File: config.mk
export PLATFORM = sky130hd
export DESIGN_NAME = frame_timestamp_sequence_matcher_unit
export DESIGN_NICKNAME = d
export VERILOG_FILES = /design/src/design/ftsm_pkg.sv /design/src/design/ftsm_cell.sv /design/src/design/ftsm_row.sv /design/src/design/frame_timestamp_sequence_matcher_unit.sv
export SDC_FILE = /design/constraint.sdc
export NUM_CORES = 2
export LEC_CHECK = 0
export BUFFER_PORTS_ARGS = -buffer_cell sky130_fd_sc_hd__buf_2
export CAP_MARGIN = 5
export CORE_MARGIN = 2
export CORE_UTILIZATION = 55
export DETAILED_ROUTE_END_ITERATION = 10
export GPL_TIMING_DRIVEN = 0
export PLACE_DENSITY = 0.75
export SLEW_MARGIN = 20
export SYNTH_ARGS = -nofsm -noshare
export SYNTH_HDL_FRONTEND = slang
export SYNTH_SLANG_ARGS = --single-unit
File: constraint.sdc
create_clock -name clk -period 25.4 [get_ports clk]
set_input_delay 1.27 -clock clk [delete_from_list [all_inputs] [get_ports clk]]
set_output_delay 1.27 -clock clk [all_outputs]
set_load 0.005 [all_outputs]
File: src/design/ftsm_pkg.sv
// Shared types and constants for the frame timestamp sequence matcher.
// No dependencies; the cell, row and top-level design files import this package.
`default_nettype none

package ftsm_pkg;

  localparam int SEQ_W  = 32;
  localparam int TAG_W  = 16;
  localparam int TIME_W = 63;

  localparam logic CMD_FRAME = 1'b0;
  localparam logic CMD_STAMP = 1'b1;

  // Per-row control broadcast to every cell of a row.
  typedef struct packed {
    logic cmp_en;  // latch sequence compare against key
    logic take;    // remove the newest matching entry
    logic push;    // append key/new data, dropping the oldest when full
  } row_ctl_t;

endpackage

`default_nettype wire

File: src/design/ftsm_cell.sv
// One buffer cell: a valid entry of sequence number plus data word.
// Shifts from its upper neighbor on removal and on append to a full row; otherwise loads new items on append.
// Depends on ftsm_pkg.
`default_nettype none

module ftsm_cell #(
  parameter int DW = 16
) (
  input  logic                       clk,
  input  logic                       rst_n,
  input  ftsm_pkg::row_ctl_t         ctl,
  input  logic [ftsm_pkg::SEQ_W-1:0] key,
  input  logic [DW-1:0]              new_data,
  input  logic                       valid_below_i,
  input  logic                       hit_above_i,
  input  logic                       shift_below_i,
  input  logic                       up_valid_i,
  input  logic [ftsm_pkg::SEQ_W-1:0] up_seq_i,
  input  logic [DW-1:0]              up_data_i,
  output logic                       valid_o,
  output logic [ftsm_pkg::SEQ_W-1:0] seq_o,
  output logic [DW-1:0]              data_o,
  output logic                       hit_above_o,
  output logic                       shift_o,
  output logic [DW-1:0]              sel_data_o
);
  import ftsm_pkg::*;

  logic             valid_r, valid_nxt;
  logic             hit_r, hit_nxt;
  logic [SEQ_W-1:0] seq_r, seq_nxt;
  logic [DW-1:0]    data_r, data_nxt;
  logic             sel;
  logic             load_new;

  assign sel         = hit_r & ~hit_above_i;
  assign hit_above_o = hit_above_i | hit_r;
  assign shift_o     = shift_below_i | (ctl.take & sel);
  assign load_new    = ctl.push & ~valid_r & valid_below_i;
  assign sel_data_o  = sel ? data_r : '0;
  assign valid_o     = valid_r;
  assign seq_o       = seq_r;
  assign data_o      = data_r;

  always_comb begin
    valid_nxt = valid_r;
    seq_nxt   = seq_r;
    data_nxt  = data_r;
    hit_nxt   = hit_r;
    if (ctl.cmp_en) begin
      hit_nxt = valid_r & (seq_r == key);
    end
    if (shift_o) begin
      valid_nxt = up_valid_i;
      seq_nxt   = up_seq_i;
      data_nxt  = up_data_i;
    end else if (load_new) begin
      valid_nxt = 1'b1;
      seq_nxt   = key;
      data_nxt  = new_data;
    end
  end

  always_ff @(posedge clk) begin
    if (!rst_n) begin
      valid_r <= 1'b0;
      hit_r   <= 1'b0;
    end else begin
      valid_r <= valid_nxt;
      hit_r   <= hit_nxt;
    end
    seq_r  <= seq_nxt;
    data_r <= data_nxt;
  end

endmodule

`default_nettype wire

File: src/design/ftsm_row.sv
// One ordered buffer built as a chain of ftsm_cell, oldest entry at cell 0.
// Gives the any-match flag and the data of the newest matching entry.
// Depends on ftsm_pkg and ftsm_cell.
`default_nettype none

module ftsm_row #(
  parameter int DEPTH = 8,
  parameter int DW    = 16
) (
  input  logic                       clk,
  input  logic                       rst_n,
  input  ftsm_pkg::row_ctl_t         ctl,
  input  logic [ftsm_pkg::SEQ_W-1:0] key,
  input  logic [DW-1:0]              new_data,
  output logic                       any_hit,
  output logic [DW-1:0]              hit_data
);
  import ftsm_pkg::*;

  logic [DEPTH-1:0] valid_w;
  logic [DEPTH-1:0] hit_above_w;
  logic [DEPTH-1:0] shift_w;
  logic [DEPTH-1:0] up_valid_w;
  logic [DEPTH-1:0] valid_below_w;
  logic [DEPTH-1:0] hit_in_w;
  logic [DEPTH-1:0] shift_in_w;
  logic [SEQ_W-1:0] seq_w     [DEPTH];
  logic [SEQ_W-1:0] up_seq_w  [DEPTH];
  logic [DW-1:0]    data_w    [DEPTH];
  logic [DW-1:0]    up_data_w [DEPTH];
  logic [DW-1:0]    sel_w     [DEPTH];

  for (genvar i = 0; i < DEPTH; i++) begin : g_cell
    if (i == DEPTH - 1) begin : g_top
      assign up_valid_w[i] = ctl.push;
      assign up_seq_w[i]   = key;
      assign up_data_w[i]  = new_data;
      assign hit_in_w[i]   = 1'b0;
    end else begin : g_mid
      assign up_valid_w[i] = valid_w[i+1];
      assign up_seq_w[i]   = seq_w[i+1];
      assign up_data_w[i]  = data_w[i+1];
      assign hit_in_w[i]   = hit_above_w[i+1];
    end
    if (i == 0) begin : g_bot
      assign valid_below_w[i] = 1'b1;
      assign shift_in_w[i]    = ctl.push & valid_w[DEPTH-1];
    end else begin : g_upper
      assign valid_below_w[i] = valid_w[i-1];
      assign shift_in_w[i]    = shift_w[i-1];
    end

    ftsm_cell #(.DW(DW)) u_cell (
      .clk          (clk),
      .rst_n        (rst_n),
      .ctl          (ctl),
      .key          (key),
      .new_data     (new_data),
      .valid_below_i(valid_below_w[i]),
      .hit_above_i  (hit_in_w[i]),
      .shift_below_i(shift_in_w[i]),
      .up_valid_i   (up_valid_w[i]),
      .up_seq_i     (up_seq_w[i]),
      .up_data_i    (up_data_w[i]),
      .valid_o      (valid_w[i]),
      .seq_o        (seq_w[i]),
      .data_o       (data_w[i]),
      .hit_above_o  (hit_above_w[i]),
      .shift_o      (shift_w[i]),
      .sel_data_o   (sel_w[i])
    );
  end

  assign any_hit = hit_above_w[0];

  always_comb begin
    hit_data = '0;
    for (int i = 0; i < DEPTH; i++) begin
      hit_data = hit_data | sel_w[i];
    end
  end

endmodule

`default_nettype wire

File: src/design/frame_timestamp_sequence_matcher_unit.sv
// Frame timestamp sequence matcher, top level. For each item, busy is high
// for the cycle after start is taken. When start is taken, the sequence
// number is compared against every cell of both buffers at once; in the
// update state the item removes the newest match from the other buffer
// or is appended to its own buffer. A match gives one result on out_valid
// in the cycle after that; the receiver cannot stall, and a new item may
// be started while it shows. Depends on ftsm_pkg and ftsm_row.
`default_nettype none

module frame_timestamp_sequence_matcher_unit #(
  parameter int DEPTH = 8
) (
  input  logic                        clk,
  input  logic                        rst_n,
  input  logic                        start,
  output logic                        busy,
  input  logic                        in_cmd,
  input  logic [ftsm_pkg::SEQ_W-1:0]  in_seq,
  input  logic [ftsm_pkg::TAG_W-1:0]  in_frame_tag,
  input  logic [ftsm_pkg::TIME_W-1:0] in_stamp_time,
  output logic                        out_valid,
  output logic [ftsm_pkg::TAG_W-1:0]  out_tag,
  output logic [ftsm_pkg::SEQ_W-1:0]  out_seq,
  output logic [ftsm_pkg::TIME_W-1:0] out_time
);
  import ftsm_pkg::*;

  typedef enum logic {ST_IDLE, ST_UPDATE} state_t;

  state_t            state_r;
  logic              cmd_r;
  logic [SEQ_W-1:0]  seq_r;
  logic [TAG_W-1:0]  tag_r;
  logic [TIME_W-1:0] time_r;
  logic              out_valid_r;
  logic [TAG_W-1:0]  out_tag_r;
  logic [SEQ_W-1:0]  out_seq_r;
  logic [TIME_W-1:0] out_time_r;

  logic              accept;
  logic              updating;
  logic [SEQ_W-1:0]  key;
  logic              frame_hit, stamp_hit;
  logic [TAG_W-1:0]  frame_data;
  logic [TIME_W-1:0] stamp_data;
  logic              opp_hit;
  row_ctl_t          frame_ctl, stamp_ctl;

  assign accept   = start & (state_r == ST_IDLE);
  assign updating = (state_r == ST_UPDATE);
  assign key      = updating ? seq_r : in_seq;
  assign opp_hit  = (cmd_r == CMD_FRAME) ? stamp_hit : frame_hit;

  always_comb begin
    frame_ctl.cmp_en = accept;
    frame_ctl.take   = updating & (cmd_r == CMD_STAMP) & frame_hit;
    frame_ctl.push   = updating & (cmd_r == CMD_FRAME) & ~stamp_hit;
    stamp_ctl.cmp_en = accept;
    stamp_ctl.take   = updating & (cmd_r == CMD_FRAME) & stamp_hit;
    stamp_ctl.push   = updating & (cmd_r == CMD_STAMP) & ~frame_hit;
  end

  ftsm_row #(.DEPTH(DEPTH), .DW(TAG_W)) u_frame_row (
    .clk     (clk),
    .rst_n   (rst_n),
    .ctl     (frame_ctl),
    .key     (key),
    .new_data(tag_r),
    .any_hit (frame_hit),
    .hit_data(frame_data)
  );

  ftsm_row #(.DEPTH(DEPTH), .DW(TIME_W)) u_stamp_row (
    .clk     (clk),
    .rst_n   (rst_n),
    .ctl     (stamp_ctl),
    .key     (key),
    .new_data(time_r),
    .any_hit (stamp_hit),
    .hit_data(stamp_data)
  );

  always_ff @(posedge clk) begin
    if (!rst_n) begin
      state_r     <= ST_IDLE;
      out_valid_r <= 1'b0;
    end else begin
      out_valid_r <= 1'b0;
      case (state_r)
        ST_IDLE: begin
          if (start) begin
            state_r <= ST_UPDATE;
          end
        end
        ST_UPDATE: begin
          state_r     <= ST_IDLE;
          out_valid_r <= opp_hit;
        end
        default: begin
          state_r <= ST_IDLE;
        end
      endcase
    end
    if (accept) begin
      cmd_r  <= in_cmd;
      seq_r  <= in_seq;
      tag_r  <= in_frame_tag;
      time_r <= in_stamp_time;
    end
    if (updating) begin
      out_seq_r  <= seq_r;
      out_tag_r  <= (cmd_r == CMD_FRAME) ? tag_r : frame_data;
      out_time_r <= (cmd_r == CMD_FRAME) ? stamp_data : time_r;
    end
  end

  assign busy      = updating;
  assign out_valid = out_valid_r;
  assign out_tag   = out_tag_r;
  assign out_seq   = out_seq_r;
  assign out_time  = out_time_r;

endmodule

`default_nettype wire

-- Word level (Yosys, flattened, before mapping)
Cells that the tools add are included.
- logic and storage cells: 387
- output and inout port bits: 113
- memories: 0
- register bits: 1401
- bits in latches: 0
- bits in writable memories: 0
- input bits: 115
- memory bits (read-only): 0
- multipliers: 0
- muxes and demuxes: 118
- equal/unequal tests: 16
- divide/modulo/power cells: 0
- shift operators: 0
- reductions and logical operators: 17
- $lt $le $gt $ge: 0
- $add $sub $neg: 0
- bitwise logic cells: 163
- operators by type and width (operator ; count):
    63-bit two-way mux ; 25
    32-bit two-way mux ; 33
    32-bit == test ; 16
    63-bit OR ; 7
    16-bit two-way mux ; 25
    16-bit OR ; 7
    1-bit AND ; 85
    1-bit two-way mux ; 34
    1-bit NOT ; 34
    2-bit nonzero test ; 16
    1-bit OR ; 30
    1-bit case mux with 2 select lines ; 1
    2-bit AND reduction ; 1

-- Depth between registers and ports, before layout
- depth in word-level cells: 19
- gate-level depth with buffers: 10
- depth with buffers taken out: 6

-- By module
Synthesis repeated with hierarchy kept, for this count alone.
- cell total of the unflattened synthesis: 4602
- area total of the unflattened synthesis: 69700.6 um2
- by module, submodules not included (module ; cells an instance ; area each (um2) ; times used ; seq. area each (um2)):
    ftsm_cell at u_stamp_row.g_cell[0].u_cell ... ; 326 ; 4892.2 ; 8 ; 2892.8
    ftsm_cell at u_frame_row.g_cell[0].u_cell ... ; 174 ; 2612.5 ; 8 ; 1481.4
    frame_timestamp_sequence_matcher_unit ; 359 ; 8350.5 ; 1 ; 6736.5
    ftsm_row at u_stamp_row ; 192 ; 1038.5 ; 1 ; 0.0
    ftsm_row at u_frame_row ; 51 ; 274.0 ; 1 ; 0.0

-- Least setup slack after synthesis
No wires, ideal clock.
- path kind: reg2reg
- start: register state_r (netlist: busy)
- end: register u_stamp_row.g_cell[3].u_cell.data_r[0], enable pin
- clock period less this slack: 11716 ps
- data required time: 24720 ps
- cell stages (with the launch flop): 6
- library setup time: 680 ps
- setup slack: 13684 ps
- arrival: 11036 ps
- path through: dfxtp_1 -> nand2_1 -> nor4_4 -> clkbuf_1 -> nand2_1 -> o21ai_0
- cells in the longest elaborated chain, start to end: 8
- elaborated cells between the ends (all ways): 16
- RTL lines (element ; line ; source):
    start: declaration ; frame_timestamp_sequence_matcher_unit.sv:30 ; state_t state_r;
    start signal: assignment ; frame_timestamp_sequence_matcher_unit.sv:85 ; state_r <= ST_IDLE;
    start signal: assignment ; frame_timestamp_sequence_matcher_unit.sv:92 ; state_r <= ST_UPDATE;
    start signal: assignment ; frame_timestamp_sequence_matcher_unit.sv:96 ; state_r <= ST_IDLE;
    1-bit AND, on equally long branches (2 in series) ; frame_timestamp_sequence_matcher_unit.sv:60, frame_timestamp_sequence_matcher_unit.sv:59 ;
    1-bit AND, on equally long branches ; ftsm_row.sv:47, ftsm_cell.sv:38 ;
    1-bit OR (4 in series) ; ftsm_cell.sv:38 ; assign shift_o = shift_below_i | (ctl.take & sel);
    2-bit nonzero test (no source line) (*) ; -- ;
    end signal: assignment ; ftsm_cell.sv:73 ; data_r <= data_nxt;
    end: declaration ; ftsm_cell.sv:32 ; logic [DW-1:0] data_r, data_nxt;
Every way passes the cells marked *; elsewhere a longest branch is shown, timed or not.
A chain may end at the register's enable or synchronous reset.

-- Worst setup path in the final report
- start: register state_r (netlist: busy)
- end: register u_stamp_row.g_cell[7].u_cell.hit_r
- cells in the longest elaborated chain, start to end: 3
- elaborated cells between the ends (all ways): 5
- RTL lines (element ; line ; source):
    32-bit two-way mux ; frame_timestamp_sequence_matcher_unit.sv:51 ; assign key = updating ? seq_r : in_seq;
    32-bit == test ; ftsm_cell.sv:51 ; hit_nxt = valid_r & (seq_r == key);
    1-bit AND ; ftsm_cell.sv:51 ;
    end signal: assignment ; ftsm_cell.sv:70 ; hit_r <= hit_nxt;
    end: declaration ; ftsm_cell.sv:30 ; logic hit_r, hit_nxt;
Parallel ways exist; a longest one is shown, timed or not.

==> flow_summary.json <==
{
  "drive_gt1_share_pct": 21.15,
  "grt_max_degree": 39,
  "p_seq_share_pct": 50.0,
  "multi_input_area_um2": 21420,
  "grt_pass1_vias": 43710,
  "status": "finished clean",
  "drtIter0Drc": 7728,
  "postLayoutCoreUtil_pct": 63.65,
  "post_cts_resized": 0,
  "nets": 5520,
  "regArea_um2": 41730,
  "worstSetupStartpointType": "register",
  "drc_errors": 0,
  "antenna_found_initial": 1,
  "required_ns": 26.11,
  "ys_warn_count": 0,
  "synthToLayoutAreaGrowth_pct": 15.30,
  "cp_max_fo": 33,
  "syn_area_um2": 64930,
  "nFillCells": 8678,
  "ant_nets": 0,
  "rsz0062_at_grt": "no",
  "relSlewSlack_pct": 10.86,
  "synth-seq-cells": 1401,
  "grt_use_met3_pct": 6.904,
  "globalRouteMet2Util_pct": 51.18,
  "finClkSkew_ns": 0.03977,
  "crit_arrival_ns": 6.46,
  "synth_cells": 4960,
  "track_usage_pct": 32.86,
  "cts_root_buf": "clkbuf_16",
  "fin_setup_tns_ns": 0,
  "p_leak_nw": 25.77,
  "grt_use_met1_pct": 43.77,
  "vias": 45470,
  "cts.clk_slew.worst_paths_ns": 0.06,
  "cts_tree": "done",
  "power_frac_clock_pct": 43.5,
  "syn_nets": 5075,
  "io_pins": 228,
  "cts_made_buffers": 150,
  "finalWeightedCongestion": 1.056,
  "std_cell_rows": 126,
  "routed_wl_mm": 202.6,
  "grt_first_pass_wirelength_mm": 289.6,
  "initial_core_util_pct": 55.21,
  "cts.sinks": 1401,
  "avgSynthCellArea_um2": 13.09,
  "worstSetupEndpointType": "register",
  "hold_class": "reg -> reg",
  "wl_per_cell_um": 28.69,
  "viasPerCell": 6.437,
  "pwr_density_cell_nw_per_um2": 69.64,
  "crit_type": "reg -> reg",
  "die_w_um": 347.6,
  "timing.final.crit_share_pct": 22.64,
  "htree_num_levels": 4,
  "ys_seq_area_share_pct": 64.27,
  "overflow": 0,
  "finalSetupViolations": 0,
  "peakVddDrop_mv": 0.07356,
  "finalHoldViolations": 0,
  "hold_buffers": 0,
  "cts_setup_buffers": 0,
  "cts_max_path_buffers": 3,
  "maxSlewViolCount": 0,
  "ys_async_sr_fraction_pct": 0,
  "core_um2": 117600,
  "power.internal_mw": 4.034,
  "ys.flop_type": "edfxtp_1",
  "hpwlAfterDp_mm": 144.4,
  "drt_first_pass_iters": 9,
  "maxCapViolations": 0,
  "synthDistinctLibCells": 53,
  "p_sw_share_pct": 22.62,
  "busiest_layer": "met2",
  "die_y_um": 347.6,
  "period_minus_slack_ns": 5.749,
  "synth-edff-count": 1367,
  "fmax_mhz": 173.9,
  "diodes": 0,
  "numPortBuffers": 226,
  "die_area_um2": 120800,
  "pwr-share-comb_pct": 6.5,
  "p_sw_mw": 1.179,
  "clk_latency_ns": 0.80,
  "worst_pin_slew_ns": 1.300
}
-- flip-flops by register name, indices dropped and copies added (netlist names) --
| register | cells |
|---|---|
| busy | 1 |
| cmd_r | 1 |
| out_seq | 32 |
| out_tag | 16 |
| out_time | 63 |
| out_valid | 1 |
| seq_r | 32 |
| tag_r | 16 |
| time_r | 63 |
| u_frame_row.g_cell.u_cell.data_o | 128 |
| u_frame_row.g_cell.u_cell.hit_r | 8 |
| u_frame_row.g_cell.u_cell.seq_o | 256 |
| u_frame_row.g_cell.u_cell.valid_o | 8 |
| u_stamp_row.g_cell.u_cell.data_o | 504 |
| u_stamp_row.g_cell.u_cell.hit_r | 8 |
| u_stamp_row.g_cell.u_cell.seq_o | 256 |
| u_stamp_row.g_cell.u_cell.valid_o | 8 |
-- layout by cell type, fill, tap and decap left out, drive strengths merged, types with 7 or more instances in the layout --
master and instances:
clkbuf 410, nand2 610, inv 41, dfxtp 34, a221oi 79, xnor2 355, a21oi 334, nor2 409
nand4 66, bufinv 18, nor3 21, buf 464, mux2 490, a22oi 80, mux2i 32, clkinvlp 7
a31oi 18, a222oi 79, nor4 101, a22o 78, and2 7, clkinv 48, edfxtp 1367, o21ai 173
xor2 155
-- per-layer routing --
| layer | vias to the layer above | routed length (um) |
|---|---|---|
| met4 | 0 | 11310 |
| li1 | 19360 | - |
| met2 | 3287 | 92240 |
| met3 | 515 | 23630 |
| met1 | 22310 | 75440 |
| met5 | - | 0 |
-- stage by stage --
stage / hold slack [ns] / std cells / cell area, um2 / total power, mW / setup slack [ns]
floorplan: 0.4261 / 4960 / 64930 / 2.836 / 13.68
global placement: 0.4325 / 6722 / 67980 / 2.968 / 4.437
detailed placement: 0.4368 / 6789 / 69820 / 2.978 / 19.79
CTS: 0.4377 / 7063 / 74860 / 5.207 / 19.74
global route: 0.4631 / 7063 / 74860 / 5.321 / 19.72
finish: 0.4446 / 7063 / 74860 / 5.213 / 19.65
-- Yosys cell counts, drive strengths merged (3+ instances only) --
master | instances | area, um2
a222oi | 79 | 790.8
a31oi | 18 | 112.6
a22oi | 80 | 600.6
nor2 | 409 | 1543
o21ai | 173 | 865.8
nand2b | 3 | 18.77
buf | 171 | 1090
a21oi | 334 | 1672
nand2 | 610 | 2290
o211a | 5 | 50.05
nand4 | 66 | 412.9
a21boi | 3 | 22.52
nor3b | 5 | 37.54
a221oi | 79 | 691.9
xnor2 | 355 | 3109
nor3 | 21 | 105.1
and2 | 7 | 43.79
nor4 | 101 | 653.1
edfxtp | 1367 | 41050
clkbuf | 214 | 803.3
inv | 36 | 135.1
mux2 | 490 | 5518
dfxtp | 34 | 680.7
nor2b | 6 | 37.54
mux2i | 32 | 320.3
nand3b | 5 | 37.54
and3 | 4 | 25.02
a22o | 78 | 683.2
xor2 | 155 | 1358
-- worst max-delay path, cell delays in order, from the launching register on --
cell and delay (ns):
dfxtp_4 0.63, buf_12 0.27, buf_12 0.25, buf_2 0.53
buf_4 0.37, mux2i_1 0.86, buf_4 0.43, xnor2_1 0.19
nor4_1 0.82, nand4_1 0.30, nor4_1 0.78, a22o_1 0.22
-- path summary, 6_finish.rpt --
| check | slack, ns | startpoint | endpoint | cells after the start |
|---|---|---|---|---|
| min | 0.44 | seq_r[17] | out_seq[17] | 0 |
| min reg2reg | 0.44 | seq_r[17] | out_seq[17] | 0 |
| max reg2reg | 19.65 | busy | u_stamp_row.g_cell[7].u_cell.hit_r | 11 |
| max | 19.65 | busy | u_stamp_row.g_cell[7].u_cell.hit_r | 11 |
-- power by group through the flow --
stage / clock [mW] / sequential [mW] / combinational, mW
3_5_place_dp: 0 / 2.65 / 0.325
2_1_floorplan: 0 / 2.65 / 0.186
3_3_place_gp: 0 / 2.66 / 0.305
4_1_cts: 2.27 / 2.60 / 0.328
5_1_grt: 2.36 / 2.61 / 0.352
6_report: 2.27 / 2.61 / 0.340
-- kinds of logic after synthesis --
family | synth area share [%]
xor gates and xnor gates | 6.880
muxes | 8.992
DFF | 64.27
AOI/OAI and AO/OA | 8.649
buffers and inverters | 3.124
and+or+nand+nor | 8.084
-- area by class of cell --
cell class,count,area share (%)
Timing Repair Buffer,293,3.635
Buffer,385,2.531
Multi-Input combinational cell,3138,28.61
Tap cell,1536,2.567
Clock inverter,78,1.200
Inverter,36,0.1805
Clock buffer,196,5.526
Sequential cell,1401,55.75
(Power assumes the default switching activity.)
